## config.mk

```make
export PLATFORM = sky130hd
export DESIGN_NAME = brightness_contrast_pixel_top
export DESIGN_NICKNAME = d
export VERILOG_FILES = /design/src/hw/rtl/bcp_pkg.sv /design/src/hw/rtl/bcp_shift_div.sv /design/src/hw/rtl/bcp_table_builder.sv /design/src/hw/rtl/bcp_pixel_pipe.sv /design/src/hw/rtl/brightness_contrast_pixel_top.sv
export SDC_FILE = /design/constraint.sdc
export NUM_CORES = 2
export LEC_CHECK = 0
export ABC_AREA = 1
export ABC_CLOCK_PERIOD_IN_PS = 25400
export BUFFER_PORTS_ARGS = -buffer_cell sky130_fd_sc_hd__clkbuf_2
export CORE_MARGIN = 2
export CORE_UTILIZATION = 35
export DETAILED_ROUTE_END_ITERATION = 8
export PLACE_DENSITY_LB_ADDON = 0.1
export SYNTH_ARGS = -nofsm -noshare
export SYNTH_HDL_FRONTEND = slang
export SYNTH_SLANG_ARGS = --single-unit
```

## constraint.sdc

```tcl
create_clock -name clk -period 25.4 [get_ports clk]
set_input_delay 5.08 -clock clk [delete_from_list [all_inputs] [get_ports clk]]
set_output_delay 5.08 -clock clk [all_outputs]
set_load 0.02 [all_outputs]
```

## src/hw/rtl/bcp_pkg.sv

```systemverilog
// ============================================================================
// bcp_pkg
// Shared types and constants for the brightness / contrast pixel block.
// ============================================================================
package bcp_pkg;

    // configuration register indexes
    localparam int unsigned CFG_IDX_W = 2;
    localparam logic [CFG_IDX_W-1:0] CFG_BRIGHTNESS = 2'd0;
    localparam logic [CFG_IDX_W-1:0] CFG_CONTRAST   = 2'd1;

    // luma weights, sum to 65536
    localparam logic [15:0] WEIGHT_R = 16'd19595;
    localparam logic [15:0] WEIGHT_G = 16'd38470;
    localparam logic [15:0] WEIGHT_B = 16'd7471;

    // level constants
    localparam logic signed [9:0]  MID_LEVEL    = 10'sd127;
    localparam logic signed [9:0]  THRESH_LEVEL = 10'sd128;
    localparam logic signed [7:0]  FULL_SCALE   = 8'sd100;
    localparam logic signed [7:0]  UNITY        = 8'sd1;
    localparam logic signed [8:0]  SHIFT_MAX    = 9'sd255;
    localparam logic signed [8:0]  SHIFT_MIN    = -9'sd256;
    localparam logic [7:0]         PIX_MAX      = 8'd255;
    localparam logic [7:0]         PIX_MIN      = 8'd0;

    // shift table geometry
    localparam int unsigned TBL_DEPTH = 256;
    localparam int unsigned TBL_AW    = 8;

    // divider geometry
    localparam int unsigned DVD_W = 16;
    localparam int unsigned DVS_W = 8;
    localparam int unsigned CNT_W = 4;

    // table write word
    typedef struct packed {
        logic                  en;
        logic [TBL_AW-1:0]     addr;
        logic signed [8:0]     data;
    } shift_wr_t;

    // table builder sequencer
    typedef enum logic [1:0] {
        BLD_IDLE,
        BLD_MUL,
        BLD_START,
        BLD_WAIT
    } build_state_t;

endpackage

```

## src/hw/rtl/bcp_shift_div.sv

```systemverilog
// ============================================================================
// bcp_shift_div
// Bit-serial signed divider, quotient truncated toward zero.
// ============================================================================
module bcp_shift_div (
    input  logic                                 clk,
    input  logic                                 rst_n,
    input  logic                                 start,
    input  logic signed [bcp_pkg::DVD_W-1:0]     dividend,
    input  logic signed [bcp_pkg::DVS_W-1:0]     divisor,
    output logic                                 done,
    output logic signed [bcp_pkg::DVD_W-1:0]     quotient
);
    import bcp_pkg::*;

    logic                run_reg,  run_next;
    logic                done_reg, done_next;
    logic [CNT_W-1:0]    cnt_reg,  cnt_next;
    logic                neg_reg,  neg_next;
    logic [DVS_W-1:0]    rem_reg,  rem_next;
    logic [DVD_W-1:0]    quo_reg,  quo_next;
    logic [DVS_W-1:0]    dvs_reg,  dvs_next;

    logic [DVS_W:0]      trial;
    logic                fits;

    // one quotient bit per cycle, restoring form
    always_comb
    begin
        run_next  = run_reg;
        done_next = 1'b0;
        cnt_next  = cnt_reg;
        neg_next  = neg_reg;
        rem_next  = rem_reg;
        quo_next  = quo_reg;
        dvs_next  = dvs_reg;
        trial     = {rem_reg, quo_reg[DVD_W-1]};
        fits      = (trial >= {1'b0, dvs_reg});

        if (start)
        begin
            run_next = 1'b1;
            cnt_next = CNT_W'(DVD_W - 1);
            neg_next = dividend[DVD_W-1] ^ divisor[DVS_W-1];
            rem_next = '0;
            quo_next = dividend[DVD_W-1] ? DVD_W'(-dividend) : DVD_W'(dividend);
            dvs_next = divisor[DVS_W-1] ? DVS_W'(-divisor) : DVS_W'(divisor);
        end
        else if (run_reg)
        begin
            rem_next = fits ? DVS_W'(trial - {1'b0, dvs_reg}) : trial[DVS_W-1:0];
            quo_next = {quo_reg[DVD_W-2:0], fits};
            if (cnt_reg == '0)
            begin
                run_next  = 1'b0;
                done_next = 1'b1;
            end
            else
            begin
                cnt_next = cnt_reg - 1'b1;
            end
        end
    end

    // control state
    always_ff @(posedge clk or negedge rst_n)
    begin
        if (!rst_n)
        begin
            run_reg  <= 1'b0;
            done_reg <= 1'b0;
            cnt_reg  <= '0;
        end
        else
        begin
            run_reg  <= run_next;
            done_reg <= done_next;
            cnt_reg  <= cnt_next;
        end
    end

    // datapath
    always_ff @(posedge clk)
    begin
        neg_reg <= neg_next;
        rem_reg <= rem_next;
        quo_reg <= quo_next;
        dvs_reg <= dvs_next;
    end

    assign done     = done_reg;
    assign quotient = neg_reg ? -$signed(quo_reg) : $signed(quo_reg);

endmodule

```

## src/hw/rtl/bcp_table_builder.sv

```systemverilog
// ============================================================================
// bcp_table_builder
// Sweeps all intensity levels and writes the per-level color shift table.
// ============================================================================
module bcp_table_builder (
    input  logic                 clk,
    input  logic                 rst_n,
    input  logic                 restart,
    input  logic signed [7:0]    brightness,
    input  logic signed [7:0]    contrast,
    output logic                 busy,
    output bcp_pkg::shift_wr_t   tbl_wr
);
    import bcp_pkg::*;

    build_state_t         state_reg, state_next;
    logic [TBL_AW-1:0]    idx_reg,   idx_next;
    logic signed [DVD_W-1:0] num_reg, num_next;

    logic                 c_neg;
    logic                 c_zero;
    logic                 thresh;
    logic signed [7:0]    mul;
    logic signed [7:0]    dvs;
    logic signed [9:0]    bright_ext;
    logic signed [9:0]    base;
    logic signed [17:0]   prod;
    logic signed [9:0]    tsum;
    logic signed [8:0]    thresh_entry;
    logic signed [17:0]   ssum;
    logic signed [8:0]    div_entry;
    logic                 div_start;
    logic                 div_done;
    logic signed [DVD_W-1:0] quotient;
    logic                 last;

    // multiply / divide pair from contrast
    always_comb
    begin
        c_neg      = contrast[7];
        c_zero     = (contrast == 8'sd0);
        thresh     = (contrast == FULL_SCALE);
        mul        = c_neg ? 8'(contrast + FULL_SCALE) : (c_zero ? UNITY : FULL_SCALE);
        dvs        = c_neg ? FULL_SCALE : (c_zero ? UNITY : 8'(FULL_SCALE - contrast));
        bright_ext = {{2{brightness[7]}}, brightness};
        base       = 10'($signed({2'b00, idx_reg}) - MID_LEVEL + (c_neg ? 10'sd0 : bright_ext));
        prod       = $signed({{8{base[9]}}, base}) * $signed({{10{mul[7]}}, mul});
    end

    // entry for threshold mode
    always_comb
    begin
        tsum         = $signed({2'b00, idx_reg}) + bright_ext;
        thresh_entry = (tsum < THRESH_LEVEL) ? SHIFT_MIN : SHIFT_MAX;
    end

    // entry from the quotient, saturated to what can still move a byte
    always_comb
    begin
        ssum = {{2{quotient[DVD_W-1]}}, quotient} + 18'(MID_LEVEL)
             - $signed({10'b0, idx_reg})
             + (c_neg ? {{8{bright_ext[9]}}, bright_ext} : 18'sd0);
        if (ssum < 18'(SHIFT_MIN))
            div_entry = SHIFT_MIN;
        else if (ssum > 18'(SHIFT_MAX))
            div_entry = SHIFT_MAX;
        else
            div_entry = ssum[8:0];
    end

    assign last = (idx_reg == TBL_AW'(TBL_DEPTH - 1));

    // sweep sequencer
    always_comb
    begin
        state_next  = state_reg;
        idx_next    = idx_reg;
        num_next    = num_reg;
        div_start   = 1'b0;
        tbl_wr.en   = 1'b0;
        tbl_wr.addr = idx_reg;
        tbl_wr.data = div_entry;

        case (state_reg)
            BLD_IDLE:
            begin
            end
            BLD_MUL:
            begin
                if (thresh)
                begin
                    tbl_wr.en   = 1'b1;
                    tbl_wr.data = thresh_entry;
                    idx_next    = idx_reg + 1'b1;
                    if (last)
                        state_next = BLD_IDLE;
                end
                else
                begin
                    num_next   = prod[DVD_W-1:0];
                    state_next = BLD_START;
                end
            end
            BLD_START:
            begin
                div_start  = 1'b1;
                state_next = BLD_WAIT;
            end
            BLD_WAIT:
            begin
                if (div_done)
                begin
                    tbl_wr.en = 1'b1;
                    idx_next  = idx_reg + 1'b1;
                    state_next = last ? BLD_IDLE : BLD_MUL;
                end
            end
            default:
            begin
                state_next = BLD_IDLE;
            end
        endcase

        // a register write rebuilds the table from level zero
        if (restart)
        begin
            state_next = BLD_MUL;
            idx_next   = '0;
        end
    end

    // sequencer registers, table is built after reset
    always_ff @(posedge clk or negedge rst_n)
    begin
        if (!rst_n)
        begin
            state_reg <= BLD_MUL;
            idx_reg   <= '0;
        end
        else
        begin
            state_reg <= state_next;
            idx_reg   <= idx_next;
        end
    end

    // numerator
    always_ff @(posedge clk)
    begin
        num_reg <= num_next;
    end

    bcp_shift_div u_div (
        .clk      (clk),
        .rst_n    (rst_n),
        .start    (div_start),
        .dividend (num_reg),
        .divisor  (dvs),
        .done     (div_done),
        .quotient (quotient)
    );

    assign busy = (state_reg != BLD_IDLE);

endmodule

```

## src/hw/rtl/bcp_pixel_pipe.sv

```systemverilog
// ============================================================================
// bcp_pixel_pipe
// Pixel datapath: intensity, shift table lookup, add and clamp.
// ============================================================================
module bcp_pixel_pipe (
    input  logic                 clk,
    input  logic                 rst_n,
    input  bcp_pkg::shift_wr_t   tbl_wr,
    input  logic                 in_valid,
    input  logic [7:0]           red_in,
    input  logic [7:0]           green_in,
    input  logic [7:0]           blue_in,
    input  logic [7:0]           alpha_in,
    output logic                 out_valid,
    output logic [7:0]           red_out,
    output logic [7:0]           green_out,
    output logic [7:0]           blue_out,
    output logic [7:0]           alpha_out
);
    import bcp_pkg::*;

    logic signed [8:0]   shift_mem [TBL_DEPTH];

    logic                s1_valid_reg;
    logic [7:0]          s1_r_reg, s1_g_reg, s1_b_reg, s1_a_reg;
    logic                s2_valid_reg;
    logic [7:0]          s2_r_reg, s2_g_reg, s2_b_reg, s2_a_reg;
    logic signed [8:0]   s2_shift_reg;
    logic                out_valid_reg;
    logic [7:0]          red_reg, green_reg, blue_reg, alpha_reg;
    logic [7:0]          red_next, green_next, blue_next;

    logic [23:0]         wsum;
    logic [TBL_AW-1:0]   inten;

    // weighted intensity, products carried at full width
    always_comb
    begin
        wsum  = 24'(s1_r_reg) * 24'(WEIGHT_R) + 24'(s1_g_reg) * 24'(WEIGHT_G)
              + 24'(s1_b_reg) * 24'(WEIGHT_B);
        inten = wsum[23:16];
    end

    // shift table, written by the builder, read into a register
    always_ff @(posedge clk)
    begin
        if (tbl_wr.en)
            shift_mem[tbl_wr.addr] <= tbl_wr.data;
        s2_shift_reg <= shift_mem[inten];
    end

    function automatic logic [7:0] add_clamp(input logic [7:0] c, input logic signed [8:0] s);
        logic signed [9:0] v;
        v = $signed({2'b00, c}) + {s[8], s};
        if (v < 10'sd0)
            add_clamp = PIX_MIN;
        else if (v > $signed({2'b00, PIX_MAX}))
            add_clamp = PIX_MAX;
        else
            add_clamp = v[7:0];
    endfunction

    // add shift and clamp each color
    always_comb
    begin
        red_next   = add_clamp(s2_r_reg, s2_shift_reg);
        green_next = add_clamp(s2_g_reg, s2_shift_reg);
        blue_next  = add_clamp(s2_b_reg, s2_shift_reg);
    end

    // stage valids
    always_ff @(posedge clk or negedge rst_n)
    begin
        if (!rst_n)
        begin
            s1_valid_reg  <= 1'b0;
            s2_valid_reg  <= 1'b0;
            out_valid_reg <= 1'b0;
        end
        else
        begin
            s1_valid_reg  <= in_valid;
            s2_valid_reg  <= s1_valid_reg;
            out_valid_reg <= s2_valid_reg;
        end
    end

    // pixel payload through the stages
    always_ff @(posedge clk)
    begin
        if (in_valid)
        begin
            s1_r_reg <= red_in;
            s1_g_reg <= green_in;
            s1_b_reg <= blue_in;
            s1_a_reg <= alpha_in;
        end
        s2_r_reg  <= s1_r_reg;
        s2_g_reg  <= s1_g_reg;
        s2_b_reg  <= s1_b_reg;
        s2_a_reg  <= s1_a_reg;
        red_reg   <= red_next;
        green_reg <= green_next;
        blue_reg  <= blue_next;
        alpha_reg <= s2_a_reg;
    end

    assign out_valid = out_valid_reg;
    assign red_out   = red_reg;
    assign green_out = green_reg;
    assign blue_out  = blue_reg;
    assign alpha_out = alpha_reg;

endmodule

```

## src/hw/rtl/brightness_contrast_pixel_top.sv

```systemverilog
// ============================================================================
// brightness_contrast_pixel_top
// Brightness / contrast adjustment of one RGBA pixel per word.
// ============================================================================
// A pixel word is taken when start is high and busy is low; its result is
// on the outputs for exactly one cycle, marked by done, once it has passed
// the input, lookup and output registers; the receiver cannot stall it.
// One pixel is taken every cycle while busy is low. The color shift for
// each of the 256 intensity levels lives in a table that is rebuilt after
// reset and after every write to brightness or contrast; busy stays high
// while that happens. In threshold mode (contrast 100) a rebuild writes
// each entry directly; otherwise the 16-step serial divider computes one
// table entry at a time. Register writes are always taken (cfg_ready is
// tied high); indexes other than brightness and contrast are ignored.
module brightness_contrast_pixel_top (
    input  logic                             clk,
    input  logic                             rst_n,
    input  logic                             start,
    output logic                             busy,
    input  logic [7:0]                       red_in,
    input  logic [7:0]                       green_in,
    input  logic [7:0]                       blue_in,
    input  logic [7:0]                       alpha_in,
    output logic                             done,
    output logic [7:0]                       red_out,
    output logic [7:0]                       green_out,
    output logic [7:0]                       blue_out,
    output logic [7:0]                       alpha_out,
    input  logic                             cfg_valid,
    output logic                             cfg_ready,
    input  logic [bcp_pkg::CFG_IDX_W-1:0]    cfg_index,
    input  logic [7:0]                       cfg_data
);
    import bcp_pkg::*;

    logic signed [7:0]   brightness_reg, brightness_next;
    logic signed [7:0]   contrast_reg,   contrast_next;
    logic                cfg_hit;
    logic                build_busy;
    logic                accept;
    shift_wr_t           tbl_wr;

    // register write decode
    always_comb
    begin
        brightness_next = brightness_reg;
        contrast_next   = contrast_reg;
        cfg_hit         = 1'b0;
        if (cfg_valid && cfg_ready)
        begin
            case (cfg_index)
                CFG_BRIGHTNESS:
                begin
                    brightness_next = $signed(cfg_data);
                    cfg_hit         = 1'b1;
                end
                CFG_CONTRAST:
                begin
                    contrast_next = $signed(cfg_data);
                    cfg_hit       = 1'b1;
                end
                default:
                begin
                end
            endcase
        end
    end

    // configuration registers
    always_ff @(posedge clk or negedge rst_n)
    begin
        if (!rst_n)
        begin
            brightness_reg <= 8'sd0;
            contrast_reg   <= 8'sd0;
        end
        else
        begin
            brightness_reg <= brightness_next;
            contrast_reg   <= contrast_next;
        end
    end

    assign cfg_ready = 1'b1;
    assign busy      = build_busy;
    assign accept    = start && !build_busy;

    bcp_table_builder u_builder (
        .clk        (clk),
        .rst_n      (rst_n),
        .restart    (cfg_hit),
        .brightness (brightness_reg),
        .contrast   (contrast_reg),
        .busy       (build_busy),
        .tbl_wr     (tbl_wr)
    );

    bcp_pixel_pipe u_pipe (
        .clk       (clk),
        .rst_n     (rst_n),
        .tbl_wr    (tbl_wr),
        .in_valid  (accept),
        .red_in    (red_in),
        .green_in  (green_in),
        .blue_in   (blue_in),
        .alpha_in  (alpha_in),
        .out_valid (done),
        .red_out   (red_out),
        .green_out (green_out),
        .blue_out  (blue_out),
        .alpha_out (alpha_out)
    );

endmodule

```

Word level (Yosys, flattened, before mapping) --
Memories as Yosys holds them, arrays and structs flattened. A register that Yosys moved wholly into a read port is not among the register bits. Index checks and enable logic that the tools add are counted.
Word-level totals: memories 1, flip-flop bits (word level) 180, memory bits (writable) 2304
Cells by class: eq/ne operators 10, muxes and demuxes 47, add/subtract/negate cells 19, magnitude comparators 10, $mul 4, reductions and logical operators 16, bitwise gates (word level) 2
Memories:
- u_pipe.shift_mem | words 256, width 9, read ports 1, clocked after memory_dff 1, write ports 1, RTL line bcp_pixel_pipe.sv:22 | logic signed [8:0] shift_mem [TBL_DEPTH];
Operator list (number):
- 8-bit 2-to-1 mux | 10
- 16-bit 2-to-1 mux | 4
- 8-bit by 15-bit multiplier with 23-bit output (second input constant) | 2
- 9-bit 2-to-1 mux | 5
- 16-bit negation | 2
- 9-bit by 9-bit adder with 10-bit output | 3
- 10-bit by 9-bit greater-than comparator with 1-bit output (second input constant) | 3
- 10-bit by 1-bit < comparator with 1-bit output (second input constant) | 3
- 23-bit by 24-bit adder with 24-bit output | 1
- 24-bit by 21-bit adder with 24-bit output | 1
- 8-bit by 13-bit multiplier with 21-bit output (second input constant) | 1
- 18-bit adder | 1
- 18-bit by 9-bit greater-than comparator with 1-bit output (second input constant) | 1
- 18-bit by 9-bit < comparator with 1-bit output (second input constant) | 1
- 18-bit 2-to-1 mux | 1
- 18-bit by 8-bit subtractor with 18-bit output | 1
- 16-bit by 8-bit adder with 17-bit output (second input constant) | 1
- 8-bit equality test (second input constant) | 2
- 10-bit by 8-bit multiplier with 16-bit output | 1
- 8-bit case mux with 2 select lines | 1
- 1-bit 2-to-1 mux | 14
- 7-bit 2-to-1 mux | 2
- 4-bit 2-to-1 mux | 3
- 9-bit by 10-bit adder with 10-bit output | 1
- 33 further kinds | 43

Longest topological paths before layout --
depth in word-level cells 10, gate-level depth with buffers 40

Modules after synthesis --
From an unflattened synthesis, not the netlist that was laid out.
Unflattened totals: cell total of the unflattened synthesis 11553, area total of the unflattened synthesis 117980.7 sq um
Modules (own cells, without submodules):
- bcp_pixel_pipe | area an instance 107665.8 sq um, times used 1, seq. area each 71683.8 sq um, cells each 10135
- bcp_table_builder | area an instance 6652.6 sq um, times used 1, seq. area each 732.0 sq um, cells each 945
- bcp_shift_div | area an instance 2944.1 sq um, times used 1, seq. area each 1061.0 sq um, cells each 396
- brightness_contrast_pixel_top | area an instance 718.2 sq um, times used 1, seq. area each 400.4 sq um, cells each 77

Worst setup path after synthesis --
Ideal clock, no wire load.
path type reg2reg, start register u_builder.u_div.quo_reg[0], end memory u_pipe.shift_mem[0][8] (data pin), data arrival time 13.409 ns, slack 9.803 ns, buffers on the path 0, stages on the path, launching flop included 27, data required time 23.213 ns, library setup time 2.187 ns, cells stage by stage edfxtp_1 inv_1 ha_1 inv_1 nor2_1 inv_1 o21ai_0 xor2_1 nor2_1 nand2_1 o21ai_0 nor2_1 inv_1 nor3_1 a21o_1 nand2_1 ha_1 inv_1 ha_1 nand2_1 inv_1 nand3_1 nor3_1 nand4_1 nand3_1 xor2_1 o21ai_0
RTL lines:
- from (decl) | RTL line bcp_shift_div.sv:21 | logic [DVD_W-1:0] quo_reg, quo_next;
- from (signal assigned) | RTL line bcp_shift_div.sv:87 | quo_reg <= quo_next;
- to (decl) | RTL line bcp_pixel_pipe.sv:22

Worst setup path after layout --
start register u_pipe.s1_g_reg[6], end register u_pipe.s2_shift_reg[3], read port of u_pipe.shift_mem
Between the ends: word-level cells in the longest chain between the ends 3
RTL lines:
- from (decl) | RTL line bcp_pixel_pipe.sv:25 | logic [7:0] s1_r_reg, s1_g_reg, s1_b_reg, s1_a_reg;
- from (signal assigned) | RTL line bcp_pixel_pipe.sv:94 | s1_g_reg <= green_in;
- 8-bit by 15-bit multiplier with 23-bit output | RTL line bcp_pixel_pipe.sv:39 | wsum = 24'(s1_r_reg) * 24'(WEIGHT_R) + 24'(s1_g_reg) * 24'(WEIGHT_G)
- 23-bit by 24-bit adder with 24-bit output | RTL line bcp_pixel_pipe.sv:39
- 24-bit by 21-bit adder with 24-bit output | RTL line bcp_pixel_pipe.sv:40 | + 24'(s1_b_reg) * 24'(WEIGHT_B);
- to (decl) | RTL line bcp_pixel_pipe.sv:28 | logic signed [8:0] s2_shift_reg;
No other way between the ends. A chain may end at the register's enable or synchronous reset.

==> flow_summary.toml <==
[worst_setup_path]
crit_path_start = "u_pipe.s1_g_reg[6]$_DFFE_PP_"
worstReg2RegStart = "u_pipe.s1_g_reg[6]$_DFFE_PP_"
regToRegEndpoint = "u_pipe.s2_shift_reg[3]$_DFF_P_"
reg2regPathDepth = 40
worst_setup_path_start_kind = "flip-flop"
cp_slowest_cell = "sky130_fd_sc_hd__inv_8"
worstPathArrival_ns = 13.50
cp_max_fo = 129
reg2reg_setup_slack_ns = 12.74
critical_path_class = "flip-flop to flip-flop"
crit_end = "u_pipe.s2_shift_reg[3]$_DFF_P_"
critPathMostFrequentCell = "sky130_fd_sc_hd__nand3_1"
crit_path_max_incr_delay_ns = 0.85
critical_path_required_ns = 26.24
worstSetupEndpointType = "flip-flop"

[detailed_routing]
post_drt_wl_per_cell_um = 22.4
drc_errors = 0
dr.pass1.iters = 6
detailroute.via_count = 82284
first_iter_violations = 7063
postRouteWirelength_mm = 376
route.antenna.remaining_nets = 0
via_per_inst = 4.90

[timing]
layout_min_cycle_time_ns = 12.66
max_slew.worst_pin.slew_ns = 1.32
layout_worst_path_cycle_share_pct = 49.8
timing_max_transition_violations_final = 0
slew_headroom_pct = 11.6
max_clock_freq_mhz = 79.0
final-setup-viol-count = 0
finalHoldViolCount = 0
grt_setup_unrepaired = "no"
finClkSkew_ns = 0.0464
timing.setup.tns_ns = 0

[clocking]
cts-resized-gates = 0
cts.hold.buffers_added = 0
postCtsSetupBuffers = 0
clock_tree.htree_level_count = 5
cts.sink_count = 2493
ctsRootBufferMaster = "sky130_fd_sc_hd__clkbuf_16"
cts_tree = "built"
cts_buffer_depth = 4
worst_skew_late_latency_ns = 0.92
clock_slew_at_the_register_clock_pins_of_the_worst_setup_and_hold_paths_ns = 0.06
cts_buf_count = 290

[finish]
register_area_um2 = 73900
syn2layout_area_growth_pct = 11.5
finalNetCount = 12535
layout_cell_share_with_drive_strength_beyond_1_pct = 5.19
final_cell_mix = "2723 x sky130_fd_sc_hd__nand2_1, 2565 x sky130_fd_sc_hd__inv_1, 2377 x sky130_fd_sc_hd__edfxtp_1"
fillers = 33464
stdcell_count = 16806
largest_register_ff_count = 2304
post-route-util_pct = 39.2
leading_cell_type_in_the_layout_fill_and_taps_excluded = "sky130_fd_sc_hd__nand2_1"
area_used_by_multi_input_combinational_logic_um2 = 34300

[logic_synthesis]
number_of_enable_flip_flop_cells_after_synthesis = 2377
post_synth_arst_share_pct = 1.40
synth_seq_area_share_pct = 61.4
netlist_instances = 12097
per_instance_average_area_after_synthesis_um2 = 9.95
synthFlopType = "sky130_fd_sc_hd__edfxtp_1"
synthDistinctLibCells = 50
yosys_warnings = 0
netlist_area_before_placement_um2 = 120000
mappedNetlistNets = 12612
postSynthRegisterBits = 2493

[floorplan]
design.die.area_um2 = 348000
fp-row-count = 215
die-height_um = 590
floorplan.die.width_um = 590
boundaryPins = 81
initial_utilization_pct = 35.1
coreArea_um2 = 342000

[grt]
maximum_number_of_pins_on_one_net_before_global_route_repair = 187
antenna_found_initial = 15
globalRoute.totalOverflow = 0
first_global_vias = 81183
grt.total_usage_pct = 21.4
wire_length_of_the_first_global_routing_pass_mm = 556

[place]
hpwlAfterDp_mm = 222
place.detailed.instances = 16285
placement.io_buffers = 79
place.gp.congestion = 0.845

[flow_run]
maxCapViolations = 0

[worst_hold_path]
timing.hold.worst_path_depth = 0
min-delay-path-class = "flip-flop to flip-flop"

[status]
status = "completed"
[kinds of logic after synthesis]
kind of cell               Yosys count  share of synthesized area (%)
and+or+nand+nor                   5552                           19.9
buffers and inverters             3135                           10.2
other                                2                        0.00624
xor gates and xnor gates           128                          0.963
DFF                               2493                           61.4
AOI/OAI and AO/OA                  318                           1.45
adders and majority gates          469                           6.07
[critical path, delay by kind of cell (launching register included)]
family / cells / cell delay (ns)
buffers and inverters: 9 / 3.94
XOR/XNOR: 1 / 0.22
AND/OR/NAND/NOR: 16 / 2.66
adder cells (fa/ha/maj): 9 / 3.97
AO/OA/AOI/OAI: 5 / 0.76
flip-flops: 1 / 0.55
[final cells by class]
type | instances | area share, %
tap | 4557 | 4.25
inverter | 2578 | 7.22
timing repair buffer | 188 | 1.03
sequential | 2493 | 55.1
antenna | 4 | 0.00746
clock buffer | 359 | 5.80
multi-input combinational | 6469 | 25.6
clock inverter | 158 | 1.05
[cells in the mapped netlist (all sizes together) (51+ instances only)]
library cell,n,share of area [%]
nand2,2739,8.6
ha,278,2.9
nand3,2310,9.6
edfxtp,2377,59
buf,405,1.7
fa,191,3.2
a21oi,140,0.58
nor2,420,1.3
o21ai,115,0.48
dfxtp,81,1.3
xnor2,51,0.39
clkbuf,152,0.47
inv,2572,8.0
xor2,77,0.57
[worst min-delay path by stage]
stage,end,startpoint,slack [ns]
6_report,u_pipe.alpha_out[1]$_DFF_P_,u_pipe.s2_a_reg[1]$_DFF_P_,0.33
5_1_grt,u_pipe.alpha_out[6]$_DFF_P_,u_pipe.s2_a_reg[6]$_DFF_P_,0.34
4_1_cts,u_pipe.alpha_out[3]$_DFF_P_,u_pipe.s2_a_reg[3]$_DFF_P_,0.33
3_5_place_dp,u_pipe.alpha_out[3]$_DFF_P_,u_pipe.s2_a_reg[3]$_DFF_P_,0.31
3_3_place_gp,u_pipe.alpha_out[0]$_DFF_P_,u_pipe.s2_a_reg[0]$_DFF_P_,0.31
2_1_floorplan,u_pipe.alpha_out[0]$_DFF_P_,u_pipe.s2_a_reg[0]$_DFF_P_,0.31
[metrics by stage]
step	setup slack, ns	area [um2]	hold WS, ns
after floorplan	9.80	120000	0.310
after global placement	12.92	125000	0.311
after detailed placement	12.82	125000	0.315
after CTS	12.76	134000	0.329
after global routing	11.91	134000	0.340
final	12.74	134000	0.326
[metal layers]
metal | vias to the layer above | global-route usage [%] | part of all wire [%]
li1 | 38881 | - | -
met1 | 40718 | 29.5 | 45
met3 | 493 | 2.27 | 5.0
met2 | 2192 | 35.5 | 47
met5 | - | 0 | 0
met4 | 0 | 6.21 | 3.0
Power is not shown: default switching activity piles up to over one toggle a cycle in this logic, so the estimate is an artifact.
